==> src/design/mbe_pkg.sv <==
`default_nettype none

package mbe_pkg;

    // Fixed-point and image constants
    localparam int FRAC_BITS = 28;
    localparam int IMAGE_DIM = 8192;

    localparam int IDX_W   = 13;
    localparam int COUNT_W = 16;
    localparam int STEP_W  = 28;
    localparam int DATA_W  = 32;
    localparam int PROD_W  = 64;
    localparam int CIDX_W  = 3;

    // |z|^2 >= 4 in Q(2*FRAC_BITS)
    localparam logic [PROD_W-1:0] ESC_BOUND = 64'd4 << (2 * FRAC_BITS);

    // Register indexes
    localparam logic [CIDX_W-1:0] REG_LIMIT     = 3'd0;
    localparam logic [CIDX_W-1:0] REG_ORIGIN_RE = 3'd1;
    localparam logic [CIDX_W-1:0] REG_ORIGIN_IM = 3'd2;
    localparam logic [CIDX_W-1:0] REG_STEP_RE   = 3'd3;
    localparam logic [CIDX_W-1:0] REG_STEP_IM   = 3'd4;

    // Reset values
    localparam logic [COUNT_W-1:0]       RST_LIMIT     = 16'd1000;
    localparam logic signed [DATA_W-1:0] RST_ORIGIN_RE = -32'sd563714458;
    localparam logic signed [DATA_W-1:0] RST_ORIGIN_IM = -32'sd348966093;
    localparam logic [STEP_W-1:0]        RST_STEP_RE   = 28'd101581;
    localparam logic [STEP_W-1:0]        RST_STEP_IM   = 28'd85197;

    typedef struct packed {
        logic [IDX_W-1:0] column_index;
        logic [IDX_W-1:0] row_index;
    } mbe_in_t;

    typedef struct packed {
        logic [COUNT_W-1:0] iteration_count;
        logic               inside_set;
    } mbe_out_t;

    typedef struct packed {
        logic [COUNT_W-1:0]       iteration_limit;
        logic signed [DATA_W-1:0] origin_re;
        logic signed [DATA_W-1:0] origin_im;
        logic [STEP_W-1:0]        step_re;
        logic [STEP_W-1:0]        step_im;
    } mbe_cfg_t;

    // Clamp to the signed 32-bit range
    function automatic logic signed [DATA_W-1:0] sat32(input logic signed [PROD_W-1:0] v);
        logic signed [DATA_W-1:0] r;
        if (v > 64'sd2147483647)
            r = 32'sh7fffffff;
        else if (v < -64'sd2147483648)
            r = 32'sh80000000;
        else
            r = v[DATA_W-1:0];
        return r;
    endfunction

    // Indexes past the image edge pin to the last pixel
    function automatic logic [IDX_W-1:0] sat_index(input logic [IDX_W-1:0] idx);
        logic [IDX_W-1:0] r;
        if (32'(idx) >= IMAGE_DIM)
            r = IDX_W'(IMAGE_DIM - 1);
        else
            r = idx;
        return r;
    endfunction

endpackage

`default_nettype wire

==> src/design/mbe_cfg.sv <==
`default_nettype none

module mbe_cfg
    import mbe_pkg::*;
(
    input  wire logic              clk,
    input  wire logic              rst_n,
    input  wire logic              cfg_valid,
    output logic                   cfg_ready,
    input  wire logic [CIDX_W-1:0] cfg_index,
    input  wire logic [DATA_W-1:0] cfg_data,
    output mbe_cfg_t               cfg
);

    mbe_cfg_t cfg_reg;
    mbe_cfg_t cfg_next;

    assign cfg_ready = 1'b1;
    assign cfg = cfg_reg;

    always_comb
    begin
        cfg_next = cfg_reg;
        if (cfg_valid)
        begin
            case (cfg_index)
                REG_LIMIT:     cfg_next.iteration_limit = cfg_data[COUNT_W-1:0];
                REG_ORIGIN_RE: cfg_next.origin_re       = cfg_data;
                REG_ORIGIN_IM: cfg_next.origin_im       = cfg_data;
                REG_STEP_RE:   cfg_next.step_re         = cfg_data[STEP_W-1:0];
                REG_STEP_IM:   cfg_next.step_im         = cfg_data[STEP_W-1:0];
                default:       cfg_next = cfg_reg;   // unknown index: dropped
            endcase
        end
    end

    always_ff @(posedge clk or negedge rst_n)
    begin
        if (!rst_n)
        begin
            cfg_reg.iteration_limit <= RST_LIMIT;
            cfg_reg.origin_re       <= RST_ORIGIN_RE;
            cfg_reg.origin_im       <= RST_ORIGIN_IM;
            cfg_reg.step_re         <= RST_STEP_RE;
            cfg_reg.step_im         <= RST_STEP_IM;
        end
        else
        begin
            cfg_reg <= cfg_next;
        end
    end

endmodule

`default_nettype wire

==> src/design/mbe_mul.sv <==
`default_nettype none

module mbe_mul
    import mbe_pkg::*;
(
    input  wire logic                     clk,
    input  wire logic signed [DATA_W-1:0] a,
    input  wire logic signed [DATA_W-1:0] b,
    output logic signed [PROD_W-1:0]      p
);

    logic signed [PROD_W-1:0] p_reg;

    // signed 32x32, full 64-bit product registered
    always_ff @(posedge clk)
    begin
        p_reg <= a * b;
    end

    assign p = p_reg;

endmodule

`default_nettype wire

==> src/design/mbe_core.sv <==
`default_nettype none

module mbe_core
    import mbe_pkg::*;
(
    input  wire logic     clk,
    input  wire logic     rst_n,
    input  wire mbe_cfg_t cfg,
    input  wire logic     in_valid,
    output logic          in_stall,
    input  wire mbe_in_t  in_data,
    output logic          out_valid,
    input  wire logic     out_stall,
    output mbe_out_t      out_data
);

    localparam logic [3:0] S_IDLE  = 4'd0;
    localparam logic [3:0] S_CRE   = 4'd1;  // issue col*step_re
    localparam logic [3:0] S_CIM   = 4'd2;  // c_re, issue row*step_im
    localparam logic [3:0] S_CINIT = 4'd3;  // c_im, z = 0
    localparam logic [3:0] S_XX    = 4'd4;  // limit check, issue x*x
    localparam logic [3:0] S_YY    = 4'd5;  // latch xx, issue y*y
    localparam logic [3:0] S_XY    = 4'd6;  // escape test, xx-yy, issue x*y
    localparam logic [3:0] S_UPD   = 4'd7;  // z update or escape
    localparam logic [3:0] S_DONE  = 4'd8;  // hand result to output reg

    logic [3:0] state_reg, state_next;
    logic       out_valid_reg, out_valid_next;

    logic [IDX_W-1:0]         col_reg, row_reg;
    logic signed [DATA_W-1:0] cre_reg, cim_reg;
    logic signed [DATA_W-1:0] x_reg, y_reg;
    logic signed [PROD_W-1:0] xx_reg, diff_reg;
    logic                     esc_reg, inside_reg;
    logic [COUNT_W-1:0]       count_reg;
    mbe_out_t                 out_data_reg;

    logic signed [DATA_W-1:0] mul_a, mul_b;
    logic signed [PROD_W-1:0] prod;

    logic                     accept;
    logic                     load_out;
    logic [PROD_W-1:0]        mag;
    logic signed [PROD_W-1:0] nx_sum, ny_sum;

    mbe_mul u_mul
    (
        .clk (clk),
        .a   (mul_a),
        .b   (mul_b),
        .p   (prod)
    );

    assign accept   = in_valid && (state_reg == S_IDLE);
    assign in_stall = (state_reg != S_IDLE);
    assign load_out = (state_reg == S_DONE) && (!out_valid_reg || !out_stall);

    assign mag    = xx_reg + prod;
    assign nx_sum = (diff_reg >>> FRAC_BITS) + PROD_W'(cre_reg);
    assign ny_sum = (prod >>> (FRAC_BITS - 1)) + PROD_W'(cim_reg);

    // shared multiplier operand select
    always_comb
    begin
        case (state_reg)
            S_CRE:
            begin
                mul_a = DATA_W'({1'b0, col_reg});
                mul_b = DATA_W'({1'b0, cfg.step_re});
            end
            S_CIM:
            begin
                mul_a = DATA_W'({1'b0, row_reg});
                mul_b = DATA_W'({1'b0, cfg.step_im});
            end
            S_XX:
            begin
                mul_a = x_reg;
                mul_b = x_reg;
            end
            S_YY:
            begin
                mul_a = y_reg;
                mul_b = y_reg;
            end
            S_XY:
            begin
                mul_a = x_reg;
                mul_b = y_reg;
            end
            default:
            begin
                mul_a = x_reg;
                mul_b = y_reg;
            end
        endcase
    end

    always_comb
    begin
        state_next = state_reg;
        case (state_reg)
            S_IDLE:  if (accept) state_next = S_CRE;
            S_CRE:   state_next = S_CIM;
            S_CIM:   state_next = S_CINIT;
            S_CINIT: state_next = S_XX;
            S_XX:    state_next = (count_reg >= cfg.iteration_limit) ? S_DONE : S_YY;
            S_YY:    state_next = S_XY;
            S_XY:    state_next = S_UPD;
            S_UPD:   state_next = esc_reg ? S_DONE : S_XX;
            S_DONE:  if (load_out) state_next = S_IDLE;
            default: state_next = S_IDLE;
        endcase
    end

    always_comb
    begin
        out_valid_next = out_valid_reg;
        if (load_out)
            out_valid_next = 1'b1;
        else if (out_valid_reg && !out_stall)
            out_valid_next = 1'b0;
    end

    always_ff @(posedge clk or negedge rst_n)
    begin
        if (!rst_n)
        begin
            state_reg     <= S_IDLE;
            out_valid_reg <= 1'b0;
        end
        else
        begin
            state_reg     <= state_next;
            out_valid_reg <= out_valid_next;
        end
    end

    // datapath
    always_ff @(posedge clk)
    begin
        if (accept)
        begin
            col_reg <= sat_index(in_data.column_index);
            row_reg <= sat_index(in_data.row_index);
        end
        case (state_reg)
            S_CIM:
            begin
                cre_reg <= sat32(PROD_W'(cfg.origin_re) + prod);
            end
            S_CINIT:
            begin
                cim_reg   <= sat32(PROD_W'(cfg.origin_im) + prod);
                x_reg     <= '0;
                y_reg     <= '0;
                count_reg <= '0;
            end
            S_XX:
            begin
                inside_reg <= 1'b1;
            end
            S_YY:
            begin
                xx_reg <= prod;
            end
            S_XY:
            begin
                esc_reg  <= (mag >= ESC_BOUND);
                diff_reg <= xx_reg - prod;
            end
            S_UPD:
            begin
                if (esc_reg)
                begin
                    inside_reg <= 1'b0;
                end
                else
                begin
                    x_reg     <= sat32(nx_sum);
                    y_reg     <= sat32(ny_sum);
                    count_reg <= count_reg + 1'b1;
                end
            end
            default:
            begin
            end
        endcase
        if (load_out)
        begin
            out_data_reg.iteration_count <= count_reg;
            out_data_reg.inside_set      <= inside_reg;
        end
    end

    assign out_valid = out_valid_reg;
    assign out_data  = out_data_reg;

endmodule

`default_nettype wire

==> src/design/mandelbrot_escape_time.sv <==
// Mandelbrot escape-time pixel engine.
// Input channel (in_valid / in_stall / in_data): one word per pixel holding the
// column and row index. A word is taken on a clock edge with in_valid high and
// in_stall low. in_stall is high from acceptance until the result is handed to
// the output register, so one pixel is in flight at a time.
// Output channel (out_valid / out_stall / out_data): one word per pixel with the
// iteration count and the inside-set flag, held in an output register. The next
// pixel may be accepted while a finished word still waits there; a stalled word
// stays put, and a pixel that finishes meanwhile waits until it drains.
// Config channel (cfg_valid / cfg_ready / cfg_index / cfg_data): cfg_ready is
// always high; write only while no pixel is in flight. Unknown indexes drop.
// Sequence: one signed 32x32 multiplier is shared by all products. Setup forms
// c_re and c_im; each iteration runs a limit check, x*x, y*y, x*y with the
// escape test, and the update, and a hand-off to the output register ends the
// pixel. The default iteration limit is 1000. A new pixel can be taken in the
// cycle after the hand-off.
// Reset (rst_n, async low) restores the default view and limit and clears the
// sequencer and the output valid flag.
`default_nettype none

module mandelbrot_escape_time
    import mbe_pkg::*;
(
    input  wire logic              clk,
    input  wire logic              rst_n,
    input  wire logic              in_valid,
    output logic                   in_stall,
    input  wire mbe_in_t           in_data,
    output logic                   out_valid,
    input  wire logic              out_stall,
    output mbe_out_t               out_data,
    input  wire logic              cfg_valid,
    output logic                   cfg_ready,
    input  wire logic [CIDX_W-1:0] cfg_index,
    input  wire logic [DATA_W-1:0] cfg_data
);

    mbe_cfg_t cfg;

    // register file: limit, origin and step of the view
    mbe_cfg u_cfg
    (
        .clk       (clk),
        .rst_n     (rst_n),
        .cfg_valid (cfg_valid),
        .cfg_ready (cfg_ready),
        .cfg_index (cfg_index),
        .cfg_data  (cfg_data),
        .cfg       (cfg)
    );

    // sequencer, datapath and output register around the shared multiplier
    mbe_core u_core
    (
        .clk       (clk),
        .rst_n     (rst_n),
        .cfg       (cfg),
        .in_valid  (in_valid),
        .in_stall  (in_stall),
        .in_data   (in_data),
        .out_valid (out_valid),
        .out_stall (out_stall),
        .out_data  (out_data)
    );

endmodule

`default_nettype wire

==> config.mk <==
export PLATFORM = sky130hd
export DESIGN_NAME = mandelbrot_escape_time
export DESIGN_NICKNAME = d
export VERILOG_FILES = /design/src/design/mbe_pkg.sv /design/src/design/mbe_cfg.sv /design/src/design/mbe_mul.sv /design/src/design/mbe_core.sv /design/src/design/mandelbrot_escape_time.sv
export SDC_FILE = /design/constraint.sdc
export NUM_CORES = 2
export LEC_CHECK = 0
export BUFFER_PORTS_ARGS = -buffer_cell sky130_fd_sc_hd__buf_2
export CAP_MARGIN = 20
export CORE_MARGIN = 4
export CORE_UTILIZATION = 50
export DETAILED_ROUTE_END_ITERATION = 12
export GPL_ROUTABILITY_DRIVEN = 0
export PLACE_DENSITY = 0.66
export REMOVE_ABC_BUFFERS = 1
export SETUP_SLACK_MARGIN = 0.02
export SLEW_MARGIN = 20
export SYNTH_ARGS = -nofsm -noshare
export SYNTH_HDL_FRONTEND = slang
export SYNTH_SLANG_ARGS = --single-unit
==> constraint.sdc <==
create_clock -name clk -period 13.57 [get_ports clk]
set_input_delay 0.6785 -clock clk [delete_from_list [all_inputs] [get_ports clk]]
set_output_delay 0.6785 -clock clk [all_outputs]
set_load 0.05 [all_outputs]
==> After elaboration in Yosys (flattened, before gate mapping) <==
Cells that the tools add are included.
{ "classes": {"multipliers": 1, "magnitude_cmp": 10, "n_eq_ne": 16, "n_addsub": 7, "n_reduce_logical": 20, "shift": 0, "n_bitwise": 0, "n_div": 0, "mux": 23} }
{ "ops": {"columns": ["op", "n"], "rows": [
  ["greater-than comparator 64 x 32 -> 1 bit, second input constant", 4],
  ["< comparator 64 x 32 -> 1 bit, second input constant", 4],
  ["two-way mux 32 bit", 8],
  ["one-hot mux 32 bit (3 select lines)", 2],
  ["adder 32 x 64 -> 64 bit", 2],
  ["one-hot mux 32 bit (2 select lines)", 2],
  ["adder 64 bit", 1],
  ["greater-or-equal comparator 64 x 59 -> 1 bit, second input constant", 1],
  ["multiplier 32 x 32 -> 64 bit", 1],
  ["subtractor 64 bit", 1],
  ["adder 37 x 32 -> 38 bit", 1],
  ["adder 36 x 32 -> 37 bit", 1],
  ["one-hot mux 4 bit (9 select lines)", 1],
  ["one-hot mux 16 bit (2 select lines)", 1],
  ["adder 16 x 1 -> 16 bit, second input constant", 1],
  ["equality test 4 x 3 -> 1 bit, second input constant", 4],
  ["greater-or-equal comparator 16 bit", 1],
  ["two-way mux 16 bit", 1],
  ["two-way mux 4 bit", 4],
  ["AND reduction 2 bit", 8],
  ["equality test 4 x 2 -> 1 bit, second input constant", 2],
  ["equality test 3 x 2 -> 1 bit, second input constant", 2],
  ["inequality test 2 x 1 -> 1 bit, second input constant", 3],
  ["nonzero test 2 bit", 3],
  ["13 further kinds", 18]
]} }
{ "totals": {"latchBits": 0, "in_bits": 66, "out_inout_bits": 20, "register_bits": 522, "rom_bits": 0, "mem_bits_rw": 0, "mem_count": 0} }

==> Logic depth before layout (Yosys ltp) <==
{ "logic_depth": {"depth_word": 6, "mapped_depth": 38} }

==> Hierarchy <==
From an unflattened synthesis, not the netlist that was laid out.
{ "unflattened": {"hier_cells": 7616, "area_unflattened_um2": 71777.6} }
{ "by_module_without_submodules": {"columns": ["module", "cells_each", "n_inst", "area_each_um2"], "rows": [
  ["mbe_mul", 3906, 1, 37255.7],
  ["mbe_core", 3416, 1, 29299.4],
  ["mbe_cfg", 294, 1, 5222.5]
]} }

==> Worst setup path before layout <==
No wires, ideal clock.
{ "synth_path": {"kind": "flip-flop to flip-flop", "start": "reg u_core.state_reg[0]", "end": "reg u_core.u_mul.p_reg[61] (netlist: u_core.u_mul.p[61])", "path_stages_with_launch": 32, "n_path_buf": 4, "slack_ns": 2.744, "synth_period_minus_slack_ns": 10.826, "required_time_ns": 13.498, "t_arrival_ns": 10.754, "cell_sequence": "dfrtp_1 clkbuf_1 nand2_1 nor2_1 clkbuf_1 clkbuf_1 a22oi_1 clkbuf_1 nor2_1 fa_1 fa_1 fa_1 inv_1 fa_1 inv_1 fa_1 fa_1 fa_1 fa_1 ha_1 a21o_1 a21o_1 a21oi_1 o211ai_1 nand2_1 a21boi_0 a41o_1 a311o_1 a41oi_1 a311oi_1 a221oi_1 xnor2_1"} }
{ "synth_via": {"elab_chain_cells": 3, "word_cells_on_any_way": 7} }
{ "synth_lines": {"columns": ["item", "line_no", "source"], "rows": [
  ["from (decl)", "mbe_core.sv:27", "logic [3:0] state_reg, state_next;"],
  ["from (signal assigned)", "mbe_core.sv:134", "state_reg <= state_next;"],
  ["equality test 4 x 3 -> 1 bit, or another cell as far along", "mbe_core.sv:65", "case (state_reg)"],
  ["one-hot mux 32 bit (3 select lines)", "mbe_core.sv:65", null],
  ["multiplier 32 x 32 -> 64 bit *", "mbe_mul.sv:17", "p_reg <= a * b;"],
  ["to (signal assigned)", "mbe_mul.sv:17", null],
  ["to (decl)", "mbe_mul.sv:12", "logic signed [PROD_W-1:0] p_reg;"]
]} }
Every way passes the cells marked *; elsewhere a longest branch is shown, timed or not.
A chain may end at the register's enable or synchronous reset.

==> Final worst setup path <==
{ "layout_path": {"start": "reg u_core.state_reg[3]", "end": "reg u_core.u_mul.p_reg[62] (netlist: u_core.u_mul.p[62])"} }
Same word-level chain as after synthesis.

==> flow_metrics.py <==
metrics = {
    "run_status": {
        "status": "completed",
    },
    "detailed_routing": {
        "drt-initial-drc-count": 5834,
        "postRouteAntennaNets": 0,
        "firstDrtPassIters": 7,
        "vias": 58600,
        "route.detailed.vias_per_inst": 6.06,
        "wl_per_cell_um": 24.1,
        "drt-total-wl_um": 233000,
        "drc": 0,
    },
    "global_route": {
        "gr-total-overflow": 0,
        "grt_max_degree": 77,
        "antenna_found_initial": 20,
        "grt_pass1_vias": 58900,
        "grt_pass1_wl_um": 357000,
        "grt_usage_pct": 31.0,
    },
    "timing": {
        "hold_viol": 0,
        "max_slew.worst_pin.slew_ns": 1.12,
        "clock_skew_ns": 0.0614,
        "setup_viol": 0,
        "rsz0062_at_grt": "false",
        "layout_min_cycle_time_ns": 10.68,
        "maxSlewViolCount": 0,
        "clock.fmax_ghz": 0.0936,
        "slew_headroom_pct": 25.0,
        "hold_slack_ns": 0.0739,
        "fin_crit_sh_pct": 78.7,
    },
    "clocking": {
        "cts-root-buf": "clkbuf_16",
        "cts_max_level": 2,
        "cts_buffers": 54,
        "path_clk_slew_ns": 0.07,
        "cts_sinks": 494,
        "clk_path_buf_depth": 3,
        "postCtsHoldBufs": 0,
        "insertion_delay_ns": 0.65,
        "post_cts_buffers": 0,
        "tritoncts": "yes",
        "cts_resized": 0,
    },
    "floorplanning": {
        "initial_utilization_pct": 50.6,
        "die_area_mm2": 0.150,
        "std_cell_rows": 138,
        "fp.coreArea_mm2": 0.142,
        "io_pins": 86,
        "die_w_um": 387,
        "die_y_um": 387,
    },
    "hold_path": {
        "hp-class": "input port to async pin",
    },
    "job": {
        "drv_cap": 0,
    },
    "synth": {
        "ys_types": 106,
        "synth-edff-count": 289,
        "ys.flop_type": "edfxtp_1",
        "ys_ff_latch": 494,
        "yosys_warnings": 0,
        "synth_seq_area_share_pct": 18.9,
        "synthCells": 7842,
        "synthArstFlopShare_pct": 28.5,
        "avgSynthCellArea_um2": 9.16,
        "synthesis.area_mm2": 0.0719,
    },
    "worst_setup_path": {
        "r2r-end": "u_core.u_mul.p[62]",
        "crit_top_cell": "fa_1",
        "crit_arrival_ns": 11.22,
        "cp.required_ns": 14.11,
        "ff2ff_path_depth": 31,
        "max_stage_delay_ns": 1.00,
        "worst_setup_path_end_kind": "flip-flop",
        "crit_fanout": 37,
        "reg2reg_from": "u_core.state_reg[3]",
        "rrSetupSlack_ns": 2.89,
        "start_kind": "flip-flop",
        "crit_slowest_cell": "a222oi_1",
        "crit_type": "flip-flop to flip-flop",
    },
    "final_layout": {
        "multi_input_area_mm2": 0.0526,
        "layout_commonest_cell": "inv_1",
        "fin_area_mm2": 0.0763,
        "largest_reg_flops": 136,
        "n_fill_cell": 12900,
        "drive_above_1_share_pct": 7.31,
        "nNetsFinal": 9416,
        "final_cell_mix": "1167 x inv_1, 1087 x fa_1, 825 x nand2_1",
        "syn2layout_area_growth_pct": 6.12,
        "regArea_mm2": 0.0136,
    },
    "placed_design": {
        "dp_hpwl_um": 186000,
        "io_buffers": 84,
        "dpl_cell_area_mm2": 0.0743,
    },
}
## cell usage after synthesis, types with 41 or more instances
cell,number,area (µm²)
a211oi_1,48,360
a21o_1,235,1760
a21oi_1,410,2050
and3_1,41,257
and4_1,44,385
clkbuf_1,313,1170
dfrtp_1,81,2030
dfstp_2,60,1580
dfxtp_1,64,1280
edfxtp_1,289,8680
fa_1,1087,21800
ha_1,526,6580
inv_1,1167,4380
mux2_2,125,1410
nand2_1,825,3100
nand2b_1,78,488
nand3_1,113,566
nand4_1,149,932
nor2_1,818,3070
nor2b_1,45,282
nor3_1,101,505
o21a_1,89,668
o21ai_0,192,961
o21bai_1,75,563
xnor2_1,183,1600
xor2_1,81,709
## per-stage QoR
| stage | worst slack [ns] | instances | utilization (%) | TNS [ns] |
|---|---|---|---|---|
| 3_3_place_gp | 3.11 | 9571 | 52.3 | 0 |
| 2_1_floorplan | -0.436 | 7476 | - | -1.34 |
| 3_5_place_dp | 3.00 | 9571 | 52.3 | 0 |
| 4_1_cts | 2.96 | 9673 | 53.7 | 0 |
| 5_1_grt | 2.41 | 9673 | 53.7 | 0 |
| 6_report | 2.89 | 9676 | 53.7 | 0 |
## critical path: cells and delay by family, from the launching register on
kind                       cells  cell delay, ns
adders and majority gates      9            4.25
AOI/OAI and AO/OA             11            3.70
DFF                            1            0.61
and+or+nand+nor                6            1.20
buffers and inverters          5            0.74
## cells by family after synthesis
kind of cell	count (synthesis)	share of synthesized area (%)
simple gates	2365	14.8
compound gates	1432	13.3
other cells	1	0.00522
flops	494	18.9
xor+xnor	265	3.24
mux	139	2.16
buf+inv	1533	8.14
fa+ha+maj	1613	39.4
## layout make-up
cell class | instances | area share [%]
Tap cell | 1890 | 3.10
Clock buffer | 80 | 2.17
Clock inverter | 22 | 0.423
Timing Repair Buffer | 205 | 1.75
Sequential cell | 494 | 17.8
Multi-Input combinational cell | 5815 | 69.0
Inverter | 1167 | 5.74
Antenna cell | 3 | 0.00984
## per-layer routing
| layer | track usage [%] | up-vias | share of wire (%) |
|---|---|---|---|
| met5 | 0 | - | 0.0090 |
| met4 | 12.8 | 4 | 5.1 |
| met3 | 6.29 | 582 | 11 |
| met2 | 47.5 | 3126 | 44 |
| met1 | 43.1 | 29200 | 40 |
| li1 | - | 25700 | - |
## how the worst max path moves through the flow
stage | from | to | slack, ns | depth (start not counted)
after CTS | u_core.state_reg[3] | u_core.u_mul.p[62] | 2.96 | 31
final | u_core.state_reg[3] | u_core.u_mul.p[62] | 2.89 | 31
after detailed placement | u_core.state_reg[3] | u_core.u_mul.p[62] | 3.00 | 31
after global placement | u_core.state_reg[3] | u_core.u_mul.p[60] | 3.11 | 31
after global routing | u_core.state_reg[2] | u_core.u_mul.p[62] | 2.41 | 29
after floorplan | u_core.state_reg[3] | u_core.u_mul.p[61] | -0.44 | 25
Power is not shown: default switching activity piles up to over one toggle a cycle in this logic, so the estimate is an artifact.
